$ cat src/gim_pkg.sv
package gim_pkg;

   localparam int MAX_DIMS       = 4;
   localparam int DEF_COORD_BITS = 10;
   localparam int FLAT_W         = 40;
   // quotient bits resolved per divider stage
   localparam int DIV_STEPS      = 4;
   localparam int CSR_IDX_W      = 3;
   localparam int ND_W           = $clog2(MAX_DIMS + 1);

   typedef enum logic [CSR_IDX_W-1:0] {
      CSR_NUM_DIMS = 3'd0,
      CSR_EXTENT_0 = 3'd1,
      CSR_EXTENT_1 = 3'd2,
      CSR_EXTENT_2 = 3'd3,
      CSR_EXTENT_3 = 3'd4
   } csr_index_type;

   localparam logic OP_TO_FLAT  = 1'b0;
   localparam logic OP_TO_COORD = 1'b1;

   typedef struct packed {
      logic              valid;
      logic [FLAT_W-1:0] dividend;
      logic [FLAT_W-1:0] acc;
   } lane_bus_type;

endpackage

$ cat src/gim_lane.sv
module gim_lane #(
   parameter int COORD_BITS = gim_pkg::DEF_COORD_BITS,
   parameter int SIDE_W     = 1
) (
   input  logic                      clock,
   input  logic                      reset,
   input  gim_pkg::lane_bus_type     lane_in,
   input  logic [SIDE_W-1:0]         side_in,
   input  logic [COORD_BITS:0]       div_extent,
   input  logic [COORD_BITS:0]       mac_extent,
   input  logic [COORD_BITS-1:0]     mac_coord,
   output gim_pkg::lane_bus_type     lane_out,
   output logic [COORD_BITS-1:0]     rem_out,
   output logic [SIDE_W-1:0]         side_out
);
   import gim_pkg::*;

   localparam int EXT_W  = COORD_BITS + 1;
   localparam int STAGES = (FLAT_W + DIV_STEPS - 1) / DIV_STEPS;
   localparam int DIV_W  = STAGES * DIV_STEPS;

   logic                  valid_ff [STAGES];
   logic                  valid_in [STAGES];
   logic [DIV_W-1:0]      dv_ff    [STAGES];
   logic [DIV_W-1:0]      dv_in    [STAGES];
   logic [COORD_BITS-1:0] rem_ff   [STAGES];
   logic [COORD_BITS-1:0] rem_in   [STAGES];
   logic [FLAT_W-1:0]     acc_ff   [STAGES];
   logic [FLAT_W-1:0]     acc_in   [STAGES];
   logic [SIDE_W-1:0]     side_ff  [STAGES];
   logic [SIDE_W-1:0]     side_in_s[STAGES];

   // restoring division, DIV_STEPS quotient bits a stage; Horner step in stage 0
   always_comb begin
      logic [DIV_W-1:0]        dv;
      logic [COORD_BITS-1:0]   rm;
      logic [COORD_BITS:0]     r2;
      logic [FLAT_W+EXT_W-1:0] prod;
      prod = lane_in.acc * mac_extent;
      for (int s = 0; s < STAGES; s++) begin
         if (s == 0) begin
            dv           = DIV_W'(lane_in.dividend);
            rm           = '0;
            valid_in[s]  = lane_in.valid;
            side_in_s[s] = side_in;
            acc_in[s]    = prod[FLAT_W-1:0] + FLAT_W'(mac_coord);
         end else begin
            dv           = dv_ff[s-1];
            rm           = rem_ff[s-1];
            valid_in[s]  = valid_ff[s-1];
            side_in_s[s] = side_ff[s-1];
            acc_in[s]    = acc_ff[s-1];
         end
         for (int k = 0; k < DIV_STEPS; k++) begin
            r2 = {rm, dv[DIV_W-1]};
            dv = {dv[DIV_W-2:0], 1'b0};
            if (r2 >= div_extent) begin
               rm    = COORD_BITS'(r2 - div_extent);
               dv[0] = 1'b1;
            end else begin
               rm = r2[COORD_BITS-1:0];
            end
         end
         dv_in[s]  = dv;
         rem_in[s] = rm;
      end
   end

   always_ff @(posedge clock) begin
      for (int s = 0; s < STAGES; s++) begin
         if (reset) begin
            valid_ff[s] <= 1'b0;
         end else begin
            valid_ff[s] <= valid_in[s];
         end
      end
   end

   always_ff @(posedge clock) begin
      for (int s = 0; s < STAGES; s++) begin
         dv_ff[s]   <= dv_in[s];
         rem_ff[s]  <= rem_in[s];
         acc_ff[s]  <= acc_in[s];
         side_ff[s] <= side_in_s[s];
      end
   end

   assign lane_out.valid    = valid_ff[STAGES-1];
   assign lane_out.dividend = dv_ff[STAGES-1][FLAT_W-1:0];
   assign lane_out.acc      = acc_ff[STAGES-1];
   assign rem_out           = rem_ff[STAGES-1];
   assign side_out          = side_ff[STAGES-1];

endmodule

$ cat config.mk
export PLATFORM = sky130hd
export DESIGN_NAME = gim_lane
export DESIGN_NICKNAME = d
export VERILOG_FILES = /design/src/gim_pkg.sv /design/src/gim_lane.sv
export SDC_FILE = /design/constraint.sdc
export NUM_CORES = 2
export LEC_CHECK = 0
export BUFFER_PORTS_ARGS = -buffer_cell sky130_fd_sc_hd__buf_2
export CELL_PAD_IN_SITES_DETAIL_PLACEMENT = 0
export CELL_PAD_IN_SITES_GLOBAL_PLACEMENT = 1
export CORE_UTILIZATION = 25
export DETAILED_ROUTE_END_ITERATION = 8
export PLACE_DENSITY_LB_ADDON = 0.1
export SLEW_MARGIN = 20
export SYNTH_ARGS = -nofsm -noshare
export SYNTH_HDL_FRONTEND = slang
export SYNTH_SLANG_ARGS = --single-unit
export TNS_END_PERCENT = 10
$ cat constraint.sdc
create_clock -name clock -period 11.9 [get_ports clock]
set_input_delay 0.595 -clock clock [delete_from_list [all_inputs] [get_ports clock]]
set_output_delay 0.595 -clock clock [all_outputs]
set_load 0.005 [all_outputs]
== Yosys cells after proc, flatten, opt, wreduce, memory -nomap -nowiden ==
Memories as Yosys holds them, arrays and structs flattened.
Index checks and enable logic that the tools add are counted.

* Memory bits (writable): 920
* Bits in registers: 0
* Memories: 5
* Output and inout port bits: 92

* Magnitude comparators: 40
* Muxes and demuxes: 93
* Add/sub/neg operators: 41
* $mul: 1
* Bitwise gates (word level): 10

{| class="wikitable"
|+ Memory list
! memory !! depth !! width !! rd ports !! clocked after memory_dff !! wr ports !! line !! text
|-
| acc_ff || 10 || 40 || 10 || 0 || 10 || gim_lane.sv:28 || <nowiki>logic [FLAT_W-1:0] acc_ff [STAGES];</nowiki>
|-
| dv_ff || 10 || 40 || 10 || 0 || 10 || gim_lane.sv:24 || <nowiki>logic [DIV_W-1:0] dv_ff [STAGES];</nowiki>
|-
| rem_ff || 10 || 10 || 10 || 0 || 10 || gim_lane.sv:26 || <nowiki>logic [COORD_BITS-1:0] rem_ff [STAGES];</nowiki>
|-
| side_ff || 10 || 1 || 10 || 0 || 10 || gim_lane.sv:30 || <nowiki>logic [SIDE_W-1:0] side_ff [STAGES];</nowiki>
|-
| valid_ff || 10 || 1 || 10 || 0 || 10 || gim_lane.sv:22 || <nowiki>logic valid_ff [STAGES];</nowiki>
|}

{| class="wikitable"
|+ Operators with widths
! kind !! count
|-
| 11-bit greater-or-equal comparator || 39
|-
| 10-bit two-way mux || 40
|-
| 10-bit subtractor || 39
|-
| 1-bit two-way mux || 53
|-
| 40-bit by 10-bit adder with 40-bit output || 1
|-
| 40-bit by 11-bit multiplier with 40-bit output || 1
|-
| 1-bit by 11-bit greater-or-equal comparator with 1-bit output || 1
|-
| 1-bit bitwise OR || 10
|-
| 1-bit by 10-bit subtractor with 10-bit output || 1
|}

== Logic depth before layout (Yosys ltp) ==
* Depth in word-level cells: 8
* Depth in mapped cells: 45

== Worst setup path after synthesis ==
Ideal clock, no wire load.

* Path kind: in2reg
* From: input port div_extent[1]
* To: memory rem_ff[2][8] in the netlist's numbering
* Required time: 11.786 ns
* Data arrival time: 10.228 ns
* Setup time: 0.114 ns
* Stages: 41
* Path slack: 1.558 ns
* Buffers on the path: 4
* Cell sequence: inv_1 -> ha_1 -> nor2b_1 -> o31a_1 -> o31a_1 -> o41a_1 -> a41oi_2 -> buf_6 -> mux2_4 -> inv_1 -> ha_1 -> nor2b_1 -> o31a_1 -> o31a_1 -> o31a_1 -> o21ai_2 -> clkbuf_1 -> a21oi_1 -> [... 5 more ...] -> o31a_1 -> o311ai_0 -> a21o_1 -> clkbuf_1 -> nor2_1 -> a21oi_1 -> inv_1 -> ha_1 -> nor2b_1 -> o21a_1 -> o21ai_0 -> a21oi_1 -> a311o_1 -> a21o_1 -> a211oi_1 -> clkbuf_1 -> nor2_1 -> a21o_1

{| class="wikitable"
|+ RTL lines
! item !! line !! text
|-
| start, declared || gim_lane.sv:9 || <nowiki>input logic [COORD_BITS:0] div_extent,</nowiki>
|-
| end, declared || gim_lane.sv:26 ||
|}

==> qor.yml <==
status: "finished clean"
worst_pin_slew_ns: 1.08
hold_path_class: "primary input to register"
r2r_setup_slack_ns: 2.34
path_delay_family: "compound AO/OA/AOI/OAI gates"
grt_pass1_vias: 38000
ant_nets: 0
synthFlopType: "dfxtp_1"
slew_violations: 0
fp.dieW_um: 456
whs_path_depth: 2
place_congestion: 0.776
core_area_um2: 205000
num_vias: 35500
yosysSeqAreaShare: 0.358
n_fill_cell: 21300
critical_path.slowest_cell: "buf_4"
crit_path_start_kind: "primary input"
critPathBufInv: 7
clockBufferDepth: 3
io_pins: 208
numCtsBuffers: 110
period_share: 0.840
hold_viol: 0
timing.rr.end: "rem_ff[2][4]$_DFF_P_"
min_from: "mac_coord[0]"
overflow: 0
numPortBuffers: 207
hpwlAfterDp_mm: 110
synthToLayoutAreaGrowth_pct: 17.2
clockRootBuffer: "clkbuf_16"
rsz0062_at_grt: "no"
ff2ff_path_depth: 38
synth-async-reset-ratio: 0
synth_seq_cells: 920
required_ns: 12.52
min_period_ns: 10.0
max_freq_ghz: 0.100
drive_gt1_frac: 0.138
antenna_found_initial: 15
cts_tree: "done"
clock_latency_ns: 0.75
r2r-start: "rem_ff[1][0]$_DFF_P_"
grt_pass1_wl_mm: 226
dieArea_um2: 208000
drv_cap: 0
synth-warning-count: 0
setup-tns-final_ns: 0
htreeDepth: 3
drc: 0
syn_nets: 6008
cts.clk_slew.worst_paths_ns: 0.06
synth-edff-count: 0
postCtsResizedCells: 0
grtUsageTotal: 0.141
routedWlPerCell_um: 17.8
start_util: 0.252
die_y_um: 456
ys_types: 75
syn_inst: 5035
wl_mm: 145
synth_area_per_cell_um2: 10.2
crit_fanout: 22
rows: 166
crit_arrival_ns: 10.62
clock-sinks: 920
nets: 6331
grt_start_max_net_pins: 41
slew_headroom: 0.278
cp-end-kind: "register"
skew_ns: 0.0259
finalSetupViolations: 0
drtPass1Iterations: 5
drt_iter0_drc: 1419
vias_per_cell: 4.36
netlist_area_um2: 51500
crit_cells: 39
worst-setup-path-type: "primary input to register"
cpPeakStageDelay_ns: 0.51
hold_end: "acc_ff[0][0]$_DFF_P_"
[synthesized netlist by cell type, types with 17 or more instances]
cell type	n	share of area
o21bai_1	23	0.0034
o31a_1	24	0.0041
a211oi_1	31	0.0045
nand2b_1	63	0.0077
mux2i_1	55	0.011
inv_1	483	0.035
a21o_1	141	0.021
o21a_1	78	0.011
nand2_1	387	0.028
nor2b_1	99	0.012
ha_1	518	0.13
xnor2_1	233	0.040
nor3_1	42	0.0041
o21ai_0	211	0.021
a21oi_1	239	0.023
clkbuf_1	88	0.0064
or3_1	17	0.0021
xor2_1	93	0.016
dfxtp_1	920	0.36
nand4_1	72	0.0087
o211ai_1	23	0.0034
and2_1	161	0.020
nand3_1	41	0.0040
nor2_1	205	0.015
mux2_2	241	0.053
fa_1	339	0.13
[metrics by stage]
step	setup WS (ns)	instance area, um2	hold WS, ns	instances	utilization
global route	1.11	60300	0.0520	8141	0.295
finish	1.90	60300	0.110	8141	0.295
detailed placement	1.01	56000	0.312	7896	0.274
global placement	1.08	56000	0.310	7896	0.274
floorplan	1.56	51500	0.310	5035	-
CTS	1.87	60300	0.0217	8140	0.295
[worst max-delay path by stage]
| stage | end | slack [ns] | start |
|---|---|---|---|
| finish | rem_ff[1][9]$_DFF_P_ | 1.90 | div_extent[1] |
| global route | rem_ff[9][9]$_DFF_P_ | 1.11 | div_extent[1] |
| CTS | rem_ff[1][9]$_DFF_P_ | 1.87 | div_extent[1] |
| detailed placement | rem_ff[1][9]$_DFF_P_ | 1.01 | div_extent[1] |
| global placement | rem_ff[1][9]$_DFF_P_ | 1.08 | div_extent[1] |
| floorplan | rem_ff[2][8]$_DFF_P_ | 1.56 | div_extent[1] |
[registers in the layout, summed over array words and instances, names as in the netlist]
register	flops
valid_ff	10
acc_ff	400
side_ff	10
rem_ff	100
dv_ff	400
[per-layer routing]
layer	routed length, um	vias up	part of all wire	GRT usage
met5	43	-	0.00030	0
met4	3650	6	0.025	0.0422
met3	3860	181	0.027	0.0173
met2	73300	431	0.50	0.255
met1	64400	17200	0.44	0.172
li1	-	17700	-	-
[cell usage in the layout (no fill, tap or decap), types with 17 or more instances in the layout]
master	synthesis	layout
a21o_1	141	141
dfxtp_1	920	920
nand2b_1	63	63
mux2_2	241	241
buf_2	16	206
fa_1	339	339
o31a_1	24	24
inv_1	483	473
o21ai_0	211	210
xnor2_1	233	233
a211oi_1	31	31
o21bai_1	23	23
xor2_1	93	93
ha_1	518	518
and2_1	161	161
nor3_1	42	41
mux2i_1	55	55
o21a_1	78	78
nand3_1	41	41
nand4_1	72	72
buf_4	1	76
clkbuf_16	0	110
nor2_1	205	205
nor2b_1	99	99
nand2_1	387	387
a21oi_1	239	239
o211ai_1	23	23
clkbuf_1	88	20
or3_1	17	17
dlygate4sd3_1	0	38
[cell families after synthesis]
family / after synthesis / synth area share
AOI/OAI and AO/OA: 902 / 0.114
xor gates and xnor gates: 326 / 0.0554
adders and majority gates: 857 / 0.258
buffers and inverters: 601 / 0.0447
DFF: 920 / 0.358
muxes: 298 / 0.0639
and+or+nand+nor: 1131 / 0.107
[final cells by class]
cell class	count	area [um2]	share of cell area
diodes	1	2.50	0.0000415
clock inverters	61	875	0.0145
inverters	490	1840	0.0305
well taps	2688	3360	0.0557
repair buffers	322	2020	0.0335
flip-flops and latches	920	18400	0.305
multi-input cells	3514	30800	0.510
clock buffers	145	3030	0.0503
[repair_timing]
| action | CTS | global route |
|---|---|---|
| setup buffers | 0 | 0 |
| hold buffers | 38 | 0 |
| endpoints found under the hold margin | 38 | 0 |
Power is left out: the tool's default activity adds up to more than one toggle a clock period on the data nets, which glitch-free logic cannot reach.
