`config.mk`:
```
export PLATFORM = sky130hd
export DESIGN_NAME = gim_merge
export DESIGN_NICKNAME = d
export VERILOG_FILES = /design/src/gim_pkg.sv /design/src/gim_merge.sv
export SDC_FILE = /design/constraint.sdc
export NUM_CORES = 1
export LEC_CHECK = 0
export ABC_CLOCK_PERIOD_IN_PS = 1600
export BUFFER_PORTS_ARGS = -buffer_cell sky130_fd_sc_hd__buf_4
export CAP_MARGIN = 20
export CORE_ASPECT_RATIO = 0.5
export CORE_MARGIN = 1
export CORE_UTILIZATION = 33
export CTS_CLUSTER_SIZE = 8
export DETAILED_ROUTE_END_ITERATION = 12
export PLACE_DENSITY = 0.76
export REMOVE_ABC_BUFFERS = 1
export SKIP_CTS_REPAIR_TIMING = 1
export SLEW_MARGIN = 10
export SYNTH_ARGS = -nofsm -noshare
export SYNTH_HDL_FRONTEND = slang
export SYNTH_SLANG_ARGS = --single-unit
export TNS_END_PERCENT = 10
```
`constraint.sdc`:
```
create_clock -name clock -period 1.6 [get_ports clock]
set_input_delay 0.16 -clock clock [delete_from_list [all_inputs] [get_ports clock]]
set_output_delay 0.16 -clock clock [all_outputs]
set_load 0.03 [all_outputs]
```
`src/gim_pkg.sv`:
```
package gim_pkg;

   localparam int MAX_DIMS       = 4;
   localparam int DEF_COORD_BITS = 10;
   localparam int FLAT_W         = 40;
   // quotient bits resolved per divider stage
   localparam int DIV_STEPS      = 4;
   localparam int CSR_IDX_W      = 3;
   localparam int ND_W           = $clog2(MAX_DIMS + 1);

   typedef enum logic [CSR_IDX_W-1:0] {
      CSR_NUM_DIMS = 3'd0,
      CSR_EXTENT_0 = 3'd1,
      CSR_EXTENT_1 = 3'd2,
      CSR_EXTENT_2 = 3'd3,
      CSR_EXTENT_3 = 3'd4
   } csr_index_type;

   localparam logic OP_TO_FLAT  = 1'b0;
   localparam logic OP_TO_COORD = 1'b1;

   typedef struct packed {
      logic              valid;
      logic [FLAT_W-1:0] dividend;
      logic [FLAT_W-1:0] acc;
   } lane_bus_type;

endpackage

```
`src/gim_merge.sv`:
```
module gim_merge #(
   parameter int COORD_BITS = gim_pkg::DEF_COORD_BITS
) (
   input  logic                                       clock,
   input  logic                                       reset,
   input  logic [gim_pkg::ND_W-1:0]                   nd,
   input  gim_pkg::lane_bus_type                      lane_in,
   input  logic                                       op,
   input  logic                                       oor0,
   input  logic [COORD_BITS-1:0]                      fsat,
   input  logic [gim_pkg::MAX_DIMS*COORD_BITS-1:0]    rems,
   input  logic [gim_pkg::MAX_DIMS*COORD_BITS-1:0]    qsats,
   input  logic [gim_pkg::MAX_DIMS-1:0]               qnz,
   output logic                                       rsp_valid,
   output logic [gim_pkg::FLAT_W-1:0]                 flat_out,
   output logic [gim_pkg::MAX_DIMS*COORD_BITS-1:0]    coords,
   output logic                                       oor
);
   import gim_pkg::*;

   logic                             valid_ff;
   logic [FLAT_W-1:0]                flat_ff, flat_in;
   logic [MAX_DIMS*COORD_BITS-1:0]   crd_ff, crd_in;
   logic                             oor_ff, oor_in;
   logic [COORD_BITS-1:0]            top_val [MAX_DIMS];
   logic [ND_W-1:0]                  top;
   logic                             oor1;

   always_comb begin
      top        = nd - ND_W'(1);
      top_val[0] = fsat;
      for (int i = 1; i < MAX_DIMS; i++) begin
         top_val[i] = qsats[(i-1)*COORD_BITS +: COORD_BITS];
      end
      oor1   = 1'b0;
      crd_in = '0;
      for (int i = 0; i < MAX_DIMS; i++) begin
         if (ND_W'(i) == top) begin
            oor1 = qnz[i];
            crd_in[i*COORD_BITS +: COORD_BITS] = top_val[i];
         end else if (ND_W'(i) < top) begin
            crd_in[i*COORD_BITS +: COORD_BITS] = rems[i*COORD_BITS +: COORD_BITS];
         end
      end
      if (op == OP_TO_FLAT) begin
         crd_in  = '0;
         flat_in = lane_in.acc;
         oor_in  = oor0;
      end else begin
         flat_in = '0;
         oor_in  = oor1;
      end
   end

   always_ff @(posedge clock) begin
      if (reset) begin
         valid_ff <= 1'b0;
      end else begin
         valid_ff <= lane_in.valid;
      end
   end

   always_ff @(posedge clock) begin
      flat_ff <= flat_in;
      crd_ff  <= crd_in;
      oor_ff  <= oor_in;
   end

   assign rsp_valid = valid_ff;
   assign flat_out  = flat_ff;
   assign coords    = crd_ff;
   assign oor       = oor_ff;

endmodule

```
# After elaboration in Yosys (flattened, before gate mapping)
# Cells that the tools add are included.
dict set report op_classes {
  eq_ne 3
  muxes 13
  reduce_logical 1
  n_addsub 1
  magnitude_cmp 4
}
# cell count
set ops {}
lappend ops {{$mux 10} 8}
lappend ops {{$eq 2x3->1 const A} 2}
lappend ops {{$lt 1x3->1 const A} 2}
lappend ops {{$lt 2x3->1 const A} 2}
lappend ops {{$mux 1} 5}
lappend ops {{$eq 1x3->1 const A} 1}
lappend ops {{$logic_not 3->1} 1}
lappend ops {{$sub 3x1->3 const B} 1}
dict set report word_totals {
  word_cells 26
  register_bits 82
}

# Depth between registers and ports, before layout
# Gate-level depths: netlist of run 1.
dict set report depth {
  word_depth 7
  depth_mapped 8
  ltp_nobuf 5
}

# Least setup slack after synthesis of run 1
# Ideal clock, no wire load.
dict set report synth_timing {
  path_type {input to register}
  startpoint {in nd[0] (netlist bit)}
  endpoint {reg crd_ff[3] (netlist: coords[3])}
  path_buffers 2
  stages 7
  arrival_ns 1.525
  setup_slack_ns 0.005
  path_cell_list {inv_1 clkbuf_1 ha_1 buf_2 a21oi_1 o21ai_0 a21boi_1}
}
dict set report synth_via {
  elab_chain_len 4
  word_cells_on_any_way 5
  classes_between {add/sub: 1; order compare: 1; mux: 2; reduce/logical: 1}
}
# item line_no
set synth_rtl {}
lappend synth_rtl {{from (decl)} gim_merge.sv:6} ;# input logic [gim_pkg::ND_W-1:0] nd,
lappend synth_rtl {{$sub 3x1->3 (*)} gim_merge.sv:30} ;# top = nd - ND_W'(1);
lappend synth_rtl {{$lt 1x3->1} gim_merge.sv:41} ;# end else if (ND_W'(i) < top) begin
lappend synth_rtl {{$mux 10} gim_merge.sv:41}
lappend synth_rtl {{$mux 10 (*)} gim_merge.sv:38} ;# if (ND_W'(i) == top) begin
lappend synth_rtl {{to (signal assigned)} gim_merge.sv:65} ;# crd_ff <= crd_in;
lappend synth_rtl {{to (decl)} gim_merge.sv:23} ;# logic [MAX_DIMS*COORD_BITS-1:0] crd_ff, crd_in;
# Mark *: on every way between the ends. The rest lies on a longest branch, timed or not.
# A chain may end at the register's enable or synchronous reset.

# Worst setup path after layout of run 1
dict set report layout_timing {
  startpoint {in nd[0] (netlist bit)}
  endpoint {reg crd_ff[17] (netlist: coords[17])}
}
# Same word-level chain as after synthesis.

==> results of run 1 <==
-- routing by layer --
metal / wire [um] / track usage, % / vias up / share of wire, %
li1: - / - / 1411 / -
met5: 0 / 0 / - / 0
met2: 5210 / 37.2 / 70 / 56
met3: 357 / 5.70 / 15 / 3.8
met4: 161 / 7.87 / 0 / 1.7
met1: 3620 / 22.2 / 1336 / 39
-- cell usage in the layout, fill, tap and decap left out, drive strengths merged, types with 3 or more instances in the layout --
cell type and instances:
nand4 10, clkinv 5, buf 229, inv 4, nand3 30, nor2b 42, a21boi 40, ha 3
nand2 11, dfxtp 82, o21ai 30, clkbuf 10
-- area by class of cell --
class,instances,share of cell area [%]
Clock buffer,10,4.82
Clock inverter,6,1.34
Sequential cell,82,33.1
Multi-Input combinational cell,177,22.5
Timing Repair Buffer,230,35.1
Tap cell,112,2.83
Inverter,4,0.303
-- worst max-delay path: cells and delay by family --
| family | cells | cell delay (ps) |
|---|---|---|
| AO/OA/AOI/OAI | 2 | 360 |
| adder cells (fa/ha/maj) | 1 | 420 |
| buffers and inverters | 4 | 540 |
-- synthesized netlist by cell type --
master / instances
o31ai_1: 1
buf_4: 1
a21boi_1: 32
dfxtp_1: 82
o21ai_0: 26
a21oi_1: 1
a41oi_1: 1
inv_1: 4
buf_2: 6
nor2b_1: 42
nor2_1: 1
nand2_1: 11
a311oi_1: 1
and3b_1: 1
nand2b_1: 1
xnor2_2: 1
o22ai_1: 1
ha_1: 3
xor2_2: 1
nand4_1: 10
clkbuf_1: 11
nand3_1: 30
buf_6: 3
a21boi_0: 8
buf_1: 2
nor3_2: 1
o21ai_1: 4
-- worst min-delay path by stage --
| stage | start | to | slack [ps] | depth (start not counted) |
|---|---|---|---|---|
| finish | lane_in[37] | flat_out[37]$_SDFF_PP0_ | 40 | 2 |
| global route | lane_in[19] | flat_out[19]$_SDFF_PP0_ | 20 | 2 |
| CTS | reset | rsp_valid$_SDFF_PP0_ | -30 | 2 |
| detailed placement | reset | rsp_valid$_SDFF_PP0_ | 320 | 2 |
| global placement | reset | rsp_valid$_SDFF_PP0_ | 320 | 2 |
| floorplan | op | flat_out[0]$_SDFF_PP0_ | 230 | 1 |
-- registers in the layout, summed over array words and instances, names as in the netlist --
signal / flops
oor: 1
rsp_valid: 1
coords: 40
flat_out: 40
-- per-stage QoR --
| step | total power, mW | area (sq um) | util (%) | cells | hold WS [ps] |
|---|---|---|---|---|---|
| floorplan | 2.75 | 2760 | - | 263 | 232 |
| finish | 5.37 | 4960 | 60.2 | 621 | 35.8 |
| CTS | 5.42 | 4950 | 60.1 | 620 | -33.4 |
| detailed placement | 3.35 | 4640 | 56.4 | 604 | 318 |
| global route | 5.61 | 4960 | 60.2 | 621 | 21.7 |
| global placement | 3.34 | 4640 | 56.4 | 604 | 315 |
-- cells by family after synthesis --
logic type	count (synthesis)
flip-flops	82
XOR/XNOR	2
AND/OR/NAND/NOR	97
adder cells (fa/ha/maj)	3
AO/OA/AOI/OAI	75
buffers and inverters	27
-- power by group through the flow --
stage	registers [mW]	clock network, mW	logic (mW)
finish	2.21	2.06	1.10
global route	2.22	2.21	1.18
CTS	2.21	2.10	1.10
detailed placement	2.25	0	1.10
global placement	2.25	0	1.09
floorplan	2.52	0	0.227
==> results_dict.tcl, run 1 <==
set metrics [dict create \
    root_buffer "clkbuf_16" \
    synth_top_family_by_area "simple AND/OR/NAND/NOR gates" \
    multi_input_area_sq_um 1110 \
    p_int_mw 3.94 \
    grt_use_total_pct 20.0 \
    synthSimpleGateAreaFrac_pct 18.9 \
    grt-ovfl-total 0 \
    cts_num_sinks 82 \
    initial_core_util_pct 35.0 \
    synth_compound_area_share_pct 16.9 \
    drcViolationCount 0 \
    period_minus_slack_ps 1270 \
    synth-seq-cells 82 \
    finalNetCount 689 \
    synth_area_leaders "dfxtp_1 57%, nor2b_1 9.1%, a21boi_1 8.3%" \
    crit_fanout 11 \
    hpwl_um 7060 \
    fmax_ghz 0.786 \
    cpMaxStageDelayCell "ha_1" \
    pre_cts_slack_ps 68.9 \
    min_path_type "in2reg" \
    syn_inst 286 \
    power_frac_seq_pct 41.1 \
    avgSynthCellArea_sq_um 10.1 \
    worst_slew_pin_slew_ps 446 \
    period_share_pct 79.5 \
    drtPass1Iterations 4 \
    antenna_found_initial 0 \
    grt_pass1_vias 2699 \
    grt_pass1_wl_um 13600 \
    place_congestion 0.856 \
    path_cells "buf_4, inv_1, ha_1, buf_4, inv_1, o21ai_0, a21boi_1" \
    start_kind "primary input" \
    dieArea_sq_um 9120 \
    synth.distinct_cells 27 \
    grt_start_max_net_pins 43 \
    setup_viol 0 \
    viasPerCell 4.56 \
    io_pins 264 \
    relSlewSlack_pct 70.3 \
    drive_above_1_share_pct 48.7 \
    synth_area_sq_um 2880 \
    drt_wl_total_um 9350 \
    fill_cells 732 \
    status "finished, final reports clean" \
    synth-xor-area-share_pct 1.13 \
    p_clk_share_pct 38.4 \
    fp.dieH_um 68.0 \
    yosysWarnings 0 \
    synth_mux_area_share_pct 0 \
    io_buffers 213 \
    die_w_um 134 \
    crit_end "coords[17]$_SDFF_PN0_" \
    critical_path.startpoint "nd[0]" \
    clockBufferDepth 2 \
    max_cap_violations 0 \
    p_sw_share_pct 26.6 \
    h-tree-depth 3 \
    crit_arrival_ps 1480 \
    clk_pin_slew_worst_paths_ps 60 \
    antenna_left 0 \
    max-vdd-ir-drop_mv 0.661 \
    vias 2832 \
    tns_ps 0 \
    ys_seq_area_share_pct 57.0 \
    wl_per_cell_um 15.0 \
    synth_fa_ha_area_share_pct 1.30 \
    core-area_sq_um 8230 \
    crit_type "in2reg" \
    antenna_cells 0 \
    cts_made_buffers 9 \
    yosysTopAreaCellShare_pct 57.0 \
    slew_viol_final 0 \
    p_sw_mw 1.43 \
    hold_viol 0 \
    grt_setup_unrepaired "no" \
    synth_largest_area_cell "dfxtp_1" \
    tritoncts "yes" \
    drtIter0Drc 96 \
    slowest_delay_ps 420 \
    area_growth_pct 72.2 \
    p_leak_nw 2.33 \
    placementRows 23 \
    seq_area_sq_um 1640 \
    cp-end-kind "flip-flop" \
    finalWorstSetupSlack_ps 328 \
    p_comb_share_pct 20.5 \
    critical_path_required_ps 1810 \
    powerDensity_nw_per_um2 1080 \
]
No activity file was read; power rests on OpenSTA's default activity.
==> run 2: changes to the inputs <==
--- a/config.mk
+++ b/config.mk
@@ -5,7 +5,7 @@
 export SDC_FILE = /design/constraint.sdc
 export NUM_CORES = 1
 export LEC_CHECK = 0
-export ABC_CLOCK_PERIOD_IN_PS = 1600
+export ABC_CLOCK_PERIOD_IN_PS = 1110
 export BUFFER_PORTS_ARGS = -buffer_cell sky130_fd_sc_hd__buf_4
 export CAP_MARGIN = 20
 export CORE_ASPECT_RATIO = 0.5
==> constraint.sdc (replaced) <==
create_clock -name clock -period 1.11 [get_ports clock]
set_input_delay 0.111 -clock clock [delete_from_list [all_inputs] [get_ports clock]]
set_output_delay 0.111 -clock clock [all_outputs]
set_load 0.03 [all_outputs]
==> run 2 against run 1 <==
Compared with the run above: the run now ends with negative hold slack left; core utilization is 2.7 points higher; die area unchanged; combinational power grew 53%; sequential cell count did not move; clock-buffer cell count is 2 higher; setup slack worse by 260 ps; sequential power increased by 44%; clock power is 35% higher; design area up 4.4%; worst hold slack worse by 48 ps; first-iteration DRC count grew 28%.
==> results_dict.tcl, run 2 (synthesis gave the netlist of run 1 again) <==
set metrics [dict create \
    place_congestion 0.818 \
    drcViolationCount 0 \
    grt-ovfl-total 0 \
    drtPass1Iterations 4 \
    antenna_left 0 \
    p_sw_mw 2.07 \
    wl_per_cell_um 15.3 \
    grt_start_max_net_pins 42 \
    cpMaxStageDelayCell "ha_2" \
    power_mw 7.65 \
    fin_cells 642 \
    setup_viol 0 \
    grt_setup_unrepaired "yes" \
    cts_made_buffers 9 \
    die_w_um 134 \
    dieArea_sq_um 9120 \
    period_minus_slack_ps 1040 \
    status "finished, violations left" \
    finalWorstSetupSlack_ps 65.1 \
    multi_input_area_sq_um 1120 \
    fill_cells 712 \
    crit_end "coords[13]$_SDFF_PN0_" \
    grt_pass1_wl_um 13700 \
    io_pins 264 \
    power_frac_seq_pct 41.7 \
    path_cells "buf_4, inv_1, ha_2, buf_4, inv_1, o21ai_0, a21boi_1" \
    grt_pass1_vias 2670 \
    crit_type "in2reg" \
    layout_commonest_cell "buf_4" \
    dp.cells 607 \
    tritoncts "yes" \
    cp-end-kind "flip-flop" \
    crit_arrival_ps 1260 \
    violations "negative hold slack" \
    io_buffers 213 \
    drt_wl_total_um 9840 \
    cts_num_sinks 82 \
    clk_pin_slew_worst_paths_ps 60 \
    fp.dieH_um 68.0 \
    p_int_mw 5.58 \
    hp-start "lane_in[22]" \
    drtIter0Drc 123 \
    pre_cts_slack_ps -330 \
    layout_common_cells "228 x buf_4, 82 x dfxtp_1, 42 x nor2b_1" \
    critical_path.startpoint "nd[1]" \
    max-vdd-ir-drop_mv 0.765 \
    viasPerCell 4.50 \
    h-tree-depth 3 \
    core-area_sq_um 8230 \
    critical_path_required_ps 1320 \
    crit_fanout 11 \
    initial_core_util_pct 35.0 \
    finalNetCount 710 \
    placementRows 23 \
    period_share_pct 94.1 \
    slew_viol_final 0 \
    max_cap_violations 0 \
    root_buffer "clkbuf_16" \
    slowest_delay_ps 390 \
    area_growth_pct 79.8 \
    min_path_type "in2reg" \
    worst_slew_pin_slew_ps 274 \
    vias 2891 \
    powerDensity_nw_per_um2 1480 \
    antenna_found_initial 0 \
    relSlewSlack_pct 81.8 \
    p_sw_share_pct 27.0 \
    start_kind "primary input" \
    p_clk_share_pct 36.4 \
    grt_use_total_pct 20.1 \
    cp_top_family "buffers and inverters" \
    crit_buf_inv 4 \
    drive_above_1_share_pct 47.4 \
    cp.depth 7 \
    p_leak_nw 2.42 \
    seq_area_sq_um 1640 \
    fmax_ghz 0.957 \
    whs_ps -12.4 \
    p_comb_share_pct 21.9 \
    clockBufferDepth 2 \
    hpwl_um 7210 \
    hold_viol 9 \
    antenna_cells 0 \
]
run 2: layout make-up:
cell class,instances,share of cell area (%)
flip-flops and latches,82,31.7
inverters,4,0.290
repair buffers,251,38.3
multi-input cells,177,21.6
clock buffers,12,4.95
well taps,112,2.71
clock inverters,4,0.507
run 2: stage by stage:
step | setup TNS (ps) | cell area [sq um] | util (%) | hold WS, ps
global route | -72.6 | 5180 | 62.9 | 3.89
detailed placement | -10960 | 4700 | 57.1 | 271
finish | 0 | 5180 | 62.9 | -12.4
global placement | -10390 | 4700 | 57.1 | 266
floorplan | -30880 | 2760 | - | 183
CTS | 0 | 4980 | 60.6 | -79.1
run 2: how the worst min path moves through the flow:
stage / endpoint / slack [ps] / cells past startpoint
after global placement: rsp_valid$_SDFF_PP0_ / 270 / 2
after global routing: flat_out[38]$_SDFF_PP0_ / 4 / 2
after detailed placement: rsp_valid$_SDFF_PP0_ / 270 / 2
after floorplan: flat_out[0]$_SDFF_PP0_ / 180 / 1
final: flat_out[22]$_SDFF_PP0_ / -10 / 2
after CTS: rsp_valid$_SDFF_PP0_ / -80 / 2
run 2: power by group through the flow:
stage | Sequential [mW] | Clock [mW] | Combinational (mW)
6_report | 3.19 | 2.78 | 1.68
5_1_grt | 3.20 | 2.99 | 1.78
4_1_cts | 3.19 | 2.84 | 1.63
3_3_place_gp | 3.25 | 0 | 1.60
3_5_place_dp | 3.25 | 0 | 1.62
2_1_floorplan | 3.64 | 0 | 0.328
run 2: per-layer routing:
layer | wire, um | global-route usage [%] | part of all wire, % | vias up
met5 | 0 | 0 | 0 | -
met4 | 187 | 9.55 | 1.9 | 0
met3 | 337 | 5.19 | 3.4 | 15
met2 | 5440 | 35.8 | 55 | 62
met1 | 3880 | 23.3 | 39 | 1365
li1 | - | - | - | 1449
==> run 3: changes to the inputs <==
--- a/config.mk
+++ b/config.mk
@@ -13,7 +13,7 @@
 export CORE_UTILIZATION = 33
 export CTS_CLUSTER_SIZE = 8
 export DETAILED_ROUTE_END_ITERATION = 12
-export PLACE_DENSITY = 0.76
+export PLACE_DENSITY = 0.74
 export REMOVE_ABC_BUFFERS = 1
 export SKIP_CTS_REPAIR_TIMING = 1
 export SLEW_MARGIN = 10
==> constraint.sdc (replaced) <==
create_clock -name clock -period 1.11 [get_ports clock]
set_input_delay 0.222 -clock clock [delete_from_list [all_inputs] [get_ports clock]]
set_output_delay 0.222 -clock clock [all_outputs]
set_load 0.03 [all_outputs]
==> run 3 against run 2 <==
Compared with the run above: combinational power about the same; global-route usage decreased by 0.31 points; cell count decreased by 2.0%; the flow now finishes without violations; total power increased by 5.3%; sequential cell count unchanged.
==> results_dict.tcl, run 3 (synthesis gave the netlist of run 1 again) <==
set metrics [dict create \
    dieArea_sq_um 9120 \
    antenna_cells 0 \
    fill_cells 726 \
    hold_viol 0 \
    antenna_left 0 \
    tritoncts "yes" \
    crit_fanout 8 \
    finalWorstSetupSlack_ps 22.0 \
    grt_use_total_pct 19.8 \
    critical_path_required_ps 1330 \
    clockBufferDepth 2 \
    start_kind "primary input" \
    p_comb_share_pct 20.8 \
    cts_num_sinks 82 \
    grt_pass1_wl_um 13500 \
    relSlewSlack_pct 84.0 \
    drt_wl_total_um 9440 \
    max_cap_violations 0 \
    drtIter0Drc 100 \
    finalNetCount 698 \
    setup_viol 0 \
    cts_made_buffers 9 \
    vias 2854 \
    whs_ps 39.6 \
    drtPass1Iterations 4 \
    clk_pin_slew_worst_paths_ps 60 \
    layout_common_cells "232 x buf_4, 82 x dfxtp_1, 42 x nor2b_1" \
    antenna_found_initial 0 \
    status "finished, final reports clean" \
    min_path_type "in2reg" \
    place_congestion 0.815 \
    worst_slew_pin_slew_ps 238 \
    power_mw 8.05 \
    crit_arrival_ps 1300 \
    slew_viol_final 0 \
    p_leak_nw 2.39 \
    grt_start_max_net_pins 31 \
    placementRows 23 \
    pre_cts_slack_ps -426 \
    tns_ps 0 \
    grt_setup_unrepaired "yes" \
    core-area_sq_um 8230 \
    grt_pass1_vias 2676 \
    fp.dieH_um 68.0 \
    max-vdd-ir-drop_mv 0.854 \
    area_growth_pct 77.2 \
    drcViolationCount 0 \
    layout_commonest_cell "buf_4" \
    crit_type "in2reg" \
    h-tree-depth 3 \
    power_frac_seq_pct 39.5 \
    cp-end-kind "flip-flop" \
    p_clk_share_pct 39.7 \
    period_share_pct 98.0 \
    wl_per_cell_um 15.0 \
    viasPerCell 4.54 \
    root_buffer "clkbuf_16" \
    drive_above_1_share_pct 50.3 \
    fmax_ghz 0.919 \
    powerDensity_nw_per_um2 1580 \
    die_w_um 134 \
    p_int_mw 5.95 \
    io_buffers 213 \
    io_pins 264 \
    grt-ovfl-total 0 \
    initial_core_util_pct 35.0 \
    p_sw_share_pct 26.1 \
    hpwl_um 7080 \
    p_sw_mw 2.10 \
    utilization_pct 62.0 \
    period_minus_slack_ps 1090 \
]
==> run 3: changes by cell type in the layout (fill, tap and decap cells not counted), sizes merged <==
cell | previous run | this run
buf | 232 | 238
bufinv | 0 | 2
clkbuf | 12 | 10
clkinvlp | 1 | 2
dlygate4sd3 | 19 | 0
inv | 4 | 3
==> run 3: area by class of cell <==
| class | instances | area, sq um | area share (%) |
|---|---|---|---|
| clock inverter | 5 | 78.8 | 1.55 |
| tap | 112 | 140 | 2.75 |
| sequential | 82 | 1640 | 32.2 |
| inverter | 4 | 18.8 | 0.368 |
| clock buffer | 10 | 239 | 4.68 |
| multi-input combinational | 177 | 1150 | 22.5 |
| timing repair buffer | 238 | 1830 | 35.9 |
| timing repair inverter | 1 | 7.51 | 0.147 |
==> run 3: layer usage <==
| metal | up-vias | share of wire, % | GRT usage (%) |
|---|---|---|---|
| met1 | 1328 | 40 | 22.2 |
| met5 | - | 0 | 0 |
| met2 | 80 | 55 | 36.8 |
| li1 | 1433 | - | - |
| met3 | 13 | 4.3 | 6.22 |
| met4 | 0 | 1.5 | 6.46 |
==> run 3: final timing paths <==
path | startpoint | to | slack (ps) | cells past startpoint
min | reset | rsp_valid$_SDFF_PP0_ | 40 | 2
max | nd[1] | coords[14]$_SDFF_PN0_ | 20 | 7
==> run 3: power groups by stage <==
stage / Combinational (mW) / Clock, mW / Sequential, mW
after floorplan: 0.328 / 0 / 3.64
after global placement: 1.61 / 0 / 3.25
after detailed placement: 1.63 / 0 / 3.25
after CTS: 1.64 / 3.25 / 3.19
after global routing: 1.78 / 3.36 / 3.20
final: 1.67 / 3.19 / 3.18
==> run 3: metrics by stage <==
stage | cell area (sq um) | cells
4_1_cts | 5040 | 626
2_1_floorplan | 2760 | 263
6_report | 5100 | 629
3_5_place_dp | 4720 | 611
5_1_grt | 5100 | 629
3_3_place_gp | 4720 | 611
==> run 3: worst max-delay path, stage by stage <==
cell,delay [ps]
buf_4,90
inv_1,70
ha_4,330
buf_4,170
clkinvlp_4,150
o21ai_0,190
a21boi_1,80
